## src/hw/rtl/assert_macros.svh

```systemverilog
// Assertion helpers shared by the RTL.
// Both sample on i_clk and are disabled while i_rst_n is low.
`ifndef ASSERT_MACROS_SVH
`define ASSERT_MACROS_SVH

// Same-cycle implication.
`define JSAI_ASSERT_NOW(label, ante, cons, msg) \
    label: assert property (@(posedge i_clk) disable iff (!i_rst_n) \
        (ante) |-> (cons)) else $error(msg);

// Next-cycle implication.
`define JSAI_ASSERT_NEXT(label, ante, cons, msg) \
    label: assert property (@(posedge i_clk) disable iff (!i_rst_n) \
        (ante) |=> (cons)) else $error(msg);

`endif

```

## src/hw/rtl/jsai_pkg.sv

```systemverilog
package jsai_pkg;

    // Channel codes
    localparam logic [1:0] JSAI_CH_LADDER = 2'd0;
    localparam logic [1:0] JSAI_CH_UP     = 2'd1;
    localparam logic [1:0] JSAI_CH_INV    = 2'd2;
    localparam logic [1:0] JSAI_CH_FINE   = 2'd3;

    // Graded step thresholds
    localparam logic [11:0] JSAI_UP0      = 12'd2500;
    localparam logic [11:0] JSAI_UP0_FINE = 12'd2400;
    localparam logic [11:0] JSAI_UP1      = 12'd3000;
    localparam logic [11:0] JSAI_UP2      = 12'd3600;
    localparam logic [11:0] JSAI_UP3      = 12'd4000;
    localparam logic [11:0] JSAI_DN0      = 12'd1500;
    localparam logic [11:0] JSAI_DN0_FINE = 12'd1600;
    localparam logic [11:0] JSAI_DN1      = 12'd1000;
    localparam logic [11:0] JSAI_DN2      = 12'd400;
    localparam logic [11:0] JSAI_DN3      = 12'd100;

    // Absolute ladder thresholds
    localparam logic [11:0] JSAI_LAD_T0 = 12'd150;
    localparam logic [11:0] JSAI_LAD_T1 = 12'd400;
    localparam logic [11:0] JSAI_LAD_T2 = 12'd1000;
    localparam logic [11:0] JSAI_LAD_T3 = 12'd1500;
    localparam logic [11:0] JSAI_LAD_T4 = 12'd2500;
    localparam logic [11:0] JSAI_LAD_T5 = 12'd3000;
    localparam logic [11:0] JSAI_LAD_T6 = 12'd3600;
    localparam logic [11:0] JSAI_LAD_T7 = 12'd3950;

    // Absolute ladder angles
    localparam logic [10:0] JSAI_LAD_A0 = 11'd1200;
    localparam logic [10:0] JSAI_LAD_A1 = 11'd1050;
    localparam logic [10:0] JSAI_LAD_A2 = 11'd1000;
    localparam logic [10:0] JSAI_LAD_A3 = 11'd950;
    localparam logic [10:0] JSAI_LAD_A4 = 11'd900;
    localparam logic [10:0] JSAI_LAD_A5 = 11'd850;
    localparam logic [10:0] JSAI_LAD_A6 = 11'd800;
    localparam logic [10:0] JSAI_LAD_A7 = 11'd750;
    localparam logic [10:0] JSAI_LAD_A8 = 11'd600;

    // Clamp limits
    localparam logic [10:0] JSAI_UP_MIN   = 11'd100;
    localparam logic [10:0] JSAI_INV_MIN  = 11'd400;
    localparam logic [10:0] JSAI_MAX      = 11'd1800;
    localparam logic [10:0] JSAI_FINE_MAX = 11'd300;

    // compare = floor(angle * 1111 / 1000) + 500
    // 1.111 as ceil(1.111 * 2^24); exact for every 11-bit angle.
    localparam int          JSAI_CMP_SHIFT  = 24;
    localparam logic [24:0] JSAI_CMP_MULT   = 25'd18639487;
    localparam logic [11:0] JSAI_CMP_OFFSET = 12'd500;

    typedef struct packed {
        logic [1:0]  channel;
        logic [11:0] adc_sample;
    } t_jsai_in_req;

    typedef struct packed {
        logic [1:0]  channel_echo;
        logic [10:0] angle;
        logic [11:0] compare_value;
    } t_jsai_out_req;

endpackage

```

## src/hw/rtl/joystick_servo_angle_integrator_top.sv

```systemverilog
// A request passes through the input reg, angle reg and out reg in that order.
// Throughput: one request per cycle without output stall; read-modify-write is one stage.
// The PWM compare is a single 11x25 constant multiply in the last stage.
// Reset (sync, active low) zeroes all four channel angles and empties the pipe.
module joystick_servo_angle_integrator_top (
    input  logic                   i_clk,
    input  logic                   i_rst_n,
    input  logic                   i_in_valid,
    output logic                   o_in_stall,
    input  jsai_pkg::t_jsai_in_req  i_in_req,
    output logic                   o_out_valid,
    input  logic                   i_out_stall,
    output jsai_pkg::t_jsai_out_req o_out_req
);
    import jsai_pkg::*;

`include "assert_macros.svh"

    // Stage valids and payloads
    logic          r_in_v;
    t_jsai_in_req  r_in;
    logic          r_mid_v;
    logic [1:0]    r_mid_ch;
    logic [10:0]   r_mid_angle;
    logic          r_out_v;
    t_jsai_out_req r_out;

    // Per-channel angle store, four 11-bit registers, cleared by reset
    logic [10:0]   r_store [4];

    // Backpressure: each stage moves when the one after it is empty or moving,
    // so bubbles collapse and requests fill empty stages while a result waits.
    logic w_out_rdy;
    logic w_mid_rdy;
    logic w_in_rdy;
    logic w_mid_load;

    assign w_out_rdy  = !r_out_v || !i_out_stall;
    assign w_mid_rdy  = !r_mid_v || w_out_rdy;
    assign w_in_rdy   = !r_in_v || w_mid_rdy;
    assign w_mid_load = r_in_v && w_mid_rdy;

    assign o_in_stall  = !w_in_rdy;
    assign o_out_valid = r_out_v;
    assign o_out_req   = r_out;

    // ---------------------------------------------------------------
    // Angle update (from input register to angle register)
    // ---------------------------------------------------------------
    logic [11:0]        w_v;
    logic [10:0]        w_old;
    logic               w_fine;
    logic [3:0]         w_up;
    logic [3:0]         w_dn;
    logic signed [5:0]  w_step;
    logic signed [12:0] w_sum;
    logic               w_neg;
    logic [11:0]        w_mag;
    logic [10:0]        w_ladder;
    logic [10:0]        n_angle;

    assign w_v    = r_in.adc_sample;
    assign w_old  = r_store[r_in.channel];
    assign w_fine = (r_in.channel == JSAI_CH_FINE);

    // Nested thresholds: the bit pattern is the step size (0, 1, 3, 7, 15).
    assign w_up[0] = w_v >= (w_fine ? JSAI_UP0_FINE : JSAI_UP0);
    assign w_up[1] = w_v >= JSAI_UP1;
    assign w_up[2] = w_v >= JSAI_UP2;
    assign w_up[3] = w_v >= JSAI_UP3;
    assign w_dn[0] = w_v <= (w_fine ? JSAI_DN0_FINE : JSAI_DN0);
    assign w_dn[1] = w_v <= JSAI_DN1;
    assign w_dn[2] = w_v <= JSAI_DN2;
    assign w_dn[3] = w_v <= JSAI_DN3;

    // Channel 2 runs the opposite way
    always_comb begin
        if (r_in.channel == JSAI_CH_INV) begin
            w_step = $signed({2'b00, w_dn}) - $signed({2'b00, w_up});
        end else begin
            w_step = $signed({2'b00, w_up}) - $signed({2'b00, w_dn});
        end
    end

    assign w_sum = $signed({2'b00, w_old}) + 13'(w_step);
    assign w_neg = w_sum[12];
    assign w_mag = w_sum[11:0];

    // Absolute ladder for channel 0; first match wins
    always_comb begin
        priority if (w_v <= JSAI_LAD_T0) begin
            w_ladder = JSAI_LAD_A0;
        end else if (w_v <= JSAI_LAD_T1) begin
            w_ladder = JSAI_LAD_A1;
        end else if (w_v <= JSAI_LAD_T2) begin
            w_ladder = JSAI_LAD_A2;
        end else if (w_v <= JSAI_LAD_T3) begin
            w_ladder = JSAI_LAD_A3;
        end else if (w_v <= JSAI_LAD_T4) begin
            w_ladder = JSAI_LAD_A4;
        end else if (w_v < JSAI_LAD_T5) begin
            w_ladder = JSAI_LAD_A5;
        end else if (w_v < JSAI_LAD_T6) begin
            w_ladder = JSAI_LAD_A6;
        end else if (w_v < JSAI_LAD_T7) begin
            w_ladder = JSAI_LAD_A7;
        end else begin
            w_ladder = JSAI_LAD_A8;
        end
    end

    // Clamp. A negative sum on channels 1/2 would wrap past the top limit,
    // so it pins high; on channel 3 it pins to zero.
    always_comb begin
        unique case (r_in.channel)
            JSAI_CH_LADDER: begin
                n_angle = w_ladder;
            end
            JSAI_CH_UP: begin
                if (w_neg || w_mag >= {1'b0, JSAI_MAX}) begin
                    n_angle = JSAI_MAX;
                end else if (w_mag <= {1'b0, JSAI_UP_MIN}) begin
                    n_angle = JSAI_UP_MIN;
                end else begin
                    n_angle = w_mag[10:0];
                end
            end
            JSAI_CH_INV: begin
                if (w_neg || w_mag >= {1'b0, JSAI_MAX}) begin
                    n_angle = JSAI_MAX;
                end else if (w_mag <= {1'b0, JSAI_INV_MIN}) begin
                    n_angle = JSAI_INV_MIN;
                end else begin
                    n_angle = w_mag[10:0];
                end
            end
            JSAI_CH_FINE: begin
                if (w_neg) begin
                    n_angle = '0;
                end else if (w_mag >= {1'b0, JSAI_FINE_MAX}) begin
                    n_angle = JSAI_FINE_MAX;
                end else begin
                    n_angle = w_mag[10:0];
                end
            end
            default: begin
                n_angle = '0;
            end
        endcase
    end

    // ---------------------------------------------------------------
    // PWM compare (from angle register to output register)
    // ---------------------------------------------------------------
    logic [35:0]   w_prod;
    t_jsai_out_req n_out;

    assign w_prod = {25'd0, r_mid_angle} * {11'd0, JSAI_CMP_MULT};

    always_comb begin
        n_out.channel_echo  = r_mid_ch;
        n_out.angle         = r_mid_angle;
        n_out.compare_value = w_prod[JSAI_CMP_SHIFT +: 12] + JSAI_CMP_OFFSET;
    end

    // Control state and angle store
    always_ff @(posedge i_clk) begin
        if (!i_rst_n) begin
            r_in_v  <= 1'b0;
            r_mid_v <= 1'b0;
            r_out_v <= 1'b0;
            for (int i = 0; i < 4; i++) begin
                r_store[i] <= '0;
            end
        end else begin
            if (w_in_rdy) begin
                r_in_v <= i_in_valid;
            end
            if (w_mid_rdy) begin
                r_mid_v <= r_in_v;
            end
            if (w_out_rdy) begin
                r_out_v <= r_mid_v;
            end
            // Write-back lands before the next request reads the store
            if (w_mid_load) begin
                r_store[r_in.channel] <= n_angle;
            end
        end
    end

    // Payload registers
    always_ff @(posedge i_clk) begin
        if (w_in_rdy && i_in_valid) begin
            r_in <= i_in_req;
        end
        if (w_mid_load) begin
            r_mid_ch    <= r_in.channel;
            r_mid_angle <= n_angle;
        end
        if (w_out_rdy && r_mid_v) begin
            r_out <= n_out;
        end
    end

    // ---------------------------------------------------------------
    // Assertions
    // ---------------------------------------------------------------
    `JSAI_ASSERT_NEXT(a_store_wb, w_mid_load, r_store[r_mid_ch] == r_mid_angle, "store write-back mismatch")
    `JSAI_ASSERT_NOW(a_full_stall, r_in_v && r_mid_v && r_out_v && i_out_stall, o_in_stall, "accept into full pipe")
    `JSAI_ASSERT_NOW(a_ch1_range, r_out_v && r_out.channel_echo == JSAI_CH_UP, r_out.angle >= JSAI_UP_MIN && r_out.angle <= JSAI_MAX, "channel 1 angle out of range")
    `JSAI_ASSERT_NOW(a_ch3_range, r_mid_v && r_mid_ch == JSAI_CH_FINE, r_mid_angle <= JSAI_FINE_MAX, "channel 3 angle out of range")

endmodule
```

## config.mk

```make
export PLATFORM = sky130hd
export DESIGN_NAME = joystick_servo_angle_integrator_top
export DESIGN_NICKNAME = d
export VERILOG_FILES = /design/src/hw/rtl/jsai_pkg.sv /design/src/hw/rtl/joystick_servo_angle_integrator_top.sv
export VERILOG_INCLUDE_DIRS = /design/src /design/src/hw/rtl
export SDC_FILE = /design/constraint.sdc
export NUM_CORES = 1
export LEC_CHECK = 0
export BUFFER_PORTS_ARGS = -buffer_cell sky130_fd_sc_hd__buf_2
export CAP_MARGIN = 10
export CORE_AREA = 2 2 177 179
export DETAILED_ROUTE_END_ITERATION = 12
export DIE_AREA = 0 0 179 181
export PLACE_DENSITY = 0.45
export SYNTH_ARGS = -nofsm -noshare
export SYNTH_HDL_FRONTEND = slang
export SYNTH_SLANG_ARGS = --single-unit
```

## constraint.sdc

```tcl
create_clock -name i_clk -period 14.2 [get_ports i_clk]
set_input_delay 0.71 -clock i_clk [delete_from_list [all_inputs] [get_ports i_clk]]
set_output_delay 0.71 -clock i_clk [all_outputs]
set_load 0.01 [all_outputs]
```

==> metrics.yaml <==
finish:
  drive_above_1_share: 0.102
  final_cell_mix: "141 x inv_1, 133 x ha_1, 96 x edfxtp_1"
  fin_util: 0.359
  nNetsFinal: 1217
  syn2layout_area_growth_pct: 9.56
  final_common_cell: "inv_1"
  diodes: 0
yosys:
  syn_inst: 945
  synth_edf_count: 96
  synth.distinct_cells: 78
  synth_top_cell_area_share: 0.290
  yosys.area.top_type: "edfxtp_1"
  syn-num-nets: 1180
  yosys_warnings: 0
  synth-main-ff-cell: "edfxtp_1"
  seq_area_frac_synth: 0.300
  netlist_area_sq_mm: 0.00993
  ys_seq_elements: 101
  ys_async_sr_fraction: 0
  avgSynthCellArea_sq_um: 10.5
  yosys-top-cells-area: "edfxtp_1 29%, fa_1 17%, ha_1 17%"
place:
  port_buffers: 44
  place_congestion: 0.888
  place_hpwl_um: 20600
  dp_slack_ns: 7.30
floorplan:
  die_y_um: 181
  start_util: 0.327
  die-area_sq_mm: 0.0324
  die_w_um: 179
  coreArea_sq_mm: 0.0303
  fp-row-count: 64
  io_pins: 45
timing:
  final.setup.tns_ns: 0
  rsz0062_at_grt: "no"
  setup_viol: 0
  max_freq_mhz: 143
  max_slew_margin: 0.302
  worstMarginPinSlew_ns: 1.05
  drv_slew: 0
  period_share: 0.492
  whs_ns: 0.437
  finClkSkew_ns: 0.0155
  fin_ws_ns: 7.21
  hold_viol_final: 0
  min_period_ns: 6.99
cts:
  cts_buffer_depth: 2
  clk_latency_ns: 0.37
  cts_hold_buf: 0
  ctsResizeCount: 0
  post_cts_buffers: 0
  cts.sinks: 101
  cts_tree: "yes"
  cts_made_buffers: 9
  htreeDepth: 3
  clkTransAtPathRegs_ns: 0.09
  cts_root_buf: "clkbuf_16"
routing:
  dr.pass1.iters: 5
  wire_per_inst_um: 18.6
  wl_um: 25700
  drc: 0
  viasPerCell: 5.09
  vias: 7034
  ant_nets: 0
  drt-initial-drc-count: 477
worst_setup_path:
  path_max_fanout: 17
  cp_data_required_time_ns: 14.31
  setup.worst_path.class: "reg2reg"
  cp_top_family: "compound AO/OA/AOI/OAI gates"
  worstPathBufferInverterCount: 2
  end_kind: "flop"
  slowest_delay_ns: 0.71
  arrival_ns: 7.10
  worst_setup_path_start_kind: "flop"
  worst_path_max_delay_cell: "edfxtp_1"
global_route:
  grt_max_degree: 26
  grt.overflow.total: 0
  track_usage: 0.169
  antenna_found_initial: 1
  grt_pass1_wl_um: 41500
  first_global_vias: 7342
worst_hold_path:
  hp-class: "reg2reg"
status:
  outcome: "completed"
job:
  cap_violations: 0
## synth_stat cells, drive strengths merged (10+ instances only)
cell type,instances
edfxtp,96
a21oi,50
nand3,19
mux4,11
nand4,12
ha,133
o21ai,34
o211ai,12
nor2,65
nand2,66
inv,141
and3,10
fa,84
xnor2,19
clkbuf,15
a21o,13
xor2,10
## metal layers
| metal | up-vias | part of all wire | track usage |
|---|---|---|---|
| li1 | 3407 | - | - |
| met1 | 3439 | 0.47 | 0.232 |
| met2 | 149 | 0.46 | 0.269 |
| met3 | 37 | 0.041 | 0.0303 |
| met4 | 2 | 0.026 | 0.0543 |
| met5 | - | 0.00051 | 0 |
## area by class of cell
| type | count | area, sq um |
|---|---|---|
| inverter | 141 | 529 |
| fill | 3049 | 19500 |
| multi-input combinational | 682 | 6340 |
| clock buffer | 9 | 225 |
| clock inverter | 7 | 67.6 |
| timing repair buffer | 47 | 243 |
| sequential | 101 | 2980 |
| tap | 396 | 495 |
## registers in the layout, indices dropped and copies added, names as in the netlist, named ones only
signal / count
r_mid_v: 1
r_in: 2
o_out_valid: 1
r_store: 44
r_mid_angle: 11
w_v: 12
r_mid_ch: 2
o_out_req: 25
r_in_v: 1
## logic make-up (layout without fill, tap and decap cells)
family,Yosys count,in the layout,synth area share
compound gates,185,185,0.128
xor+xnor,29,29,0.0256
fa+ha+maj,217,217,0.337
buf+inv,162,204,0.0626
flops,101,101,0.300
mux,18,18,0.0329
other cells,1,1,0.000378
simple gates,232,232,0.113
## final timing paths
| path | depth (start not counted) | to | slack, ns | start |
|---|---|---|---|---|
| worst min register to register | 0 | o_out_req[23] | 0.44 | r_mid_ch[0] |
| worst min-delay path | 0 | o_out_req[23] | 0.44 | r_mid_ch[0] |
| worst max register to register | 26 | r_store[3][3] | 7.21 | r_in[12] |
| worst max-delay path | 26 | r_store[3][3] | 7.21 | r_in[12] |
## worst reg2reg max path: cells and delay by family (launching register included)
family / cells / cell delay (ns)
buffers and inverters: 2 / 0.10
AO/OA/AOI/OAI: 10 / 2.64
AND/OR/NAND/NOR: 9 / 1.95
XOR/XNOR: 1 / 0.12
adder cells (fa/ha/maj): 4 / 1.21
flip-flops: 1 / 0.71
## metrics by stage
step,instances,area (sq um)
floorplan,945,9930
global placement,1367,10600
detailed placement,1367,10600
CTS,1383,10900
global route,1383,10900
finish,1383,10900
Power is left out: the tool's default activity adds up to more than one toggle a clock period on the data nets, which glitch-free logic cannot reach.
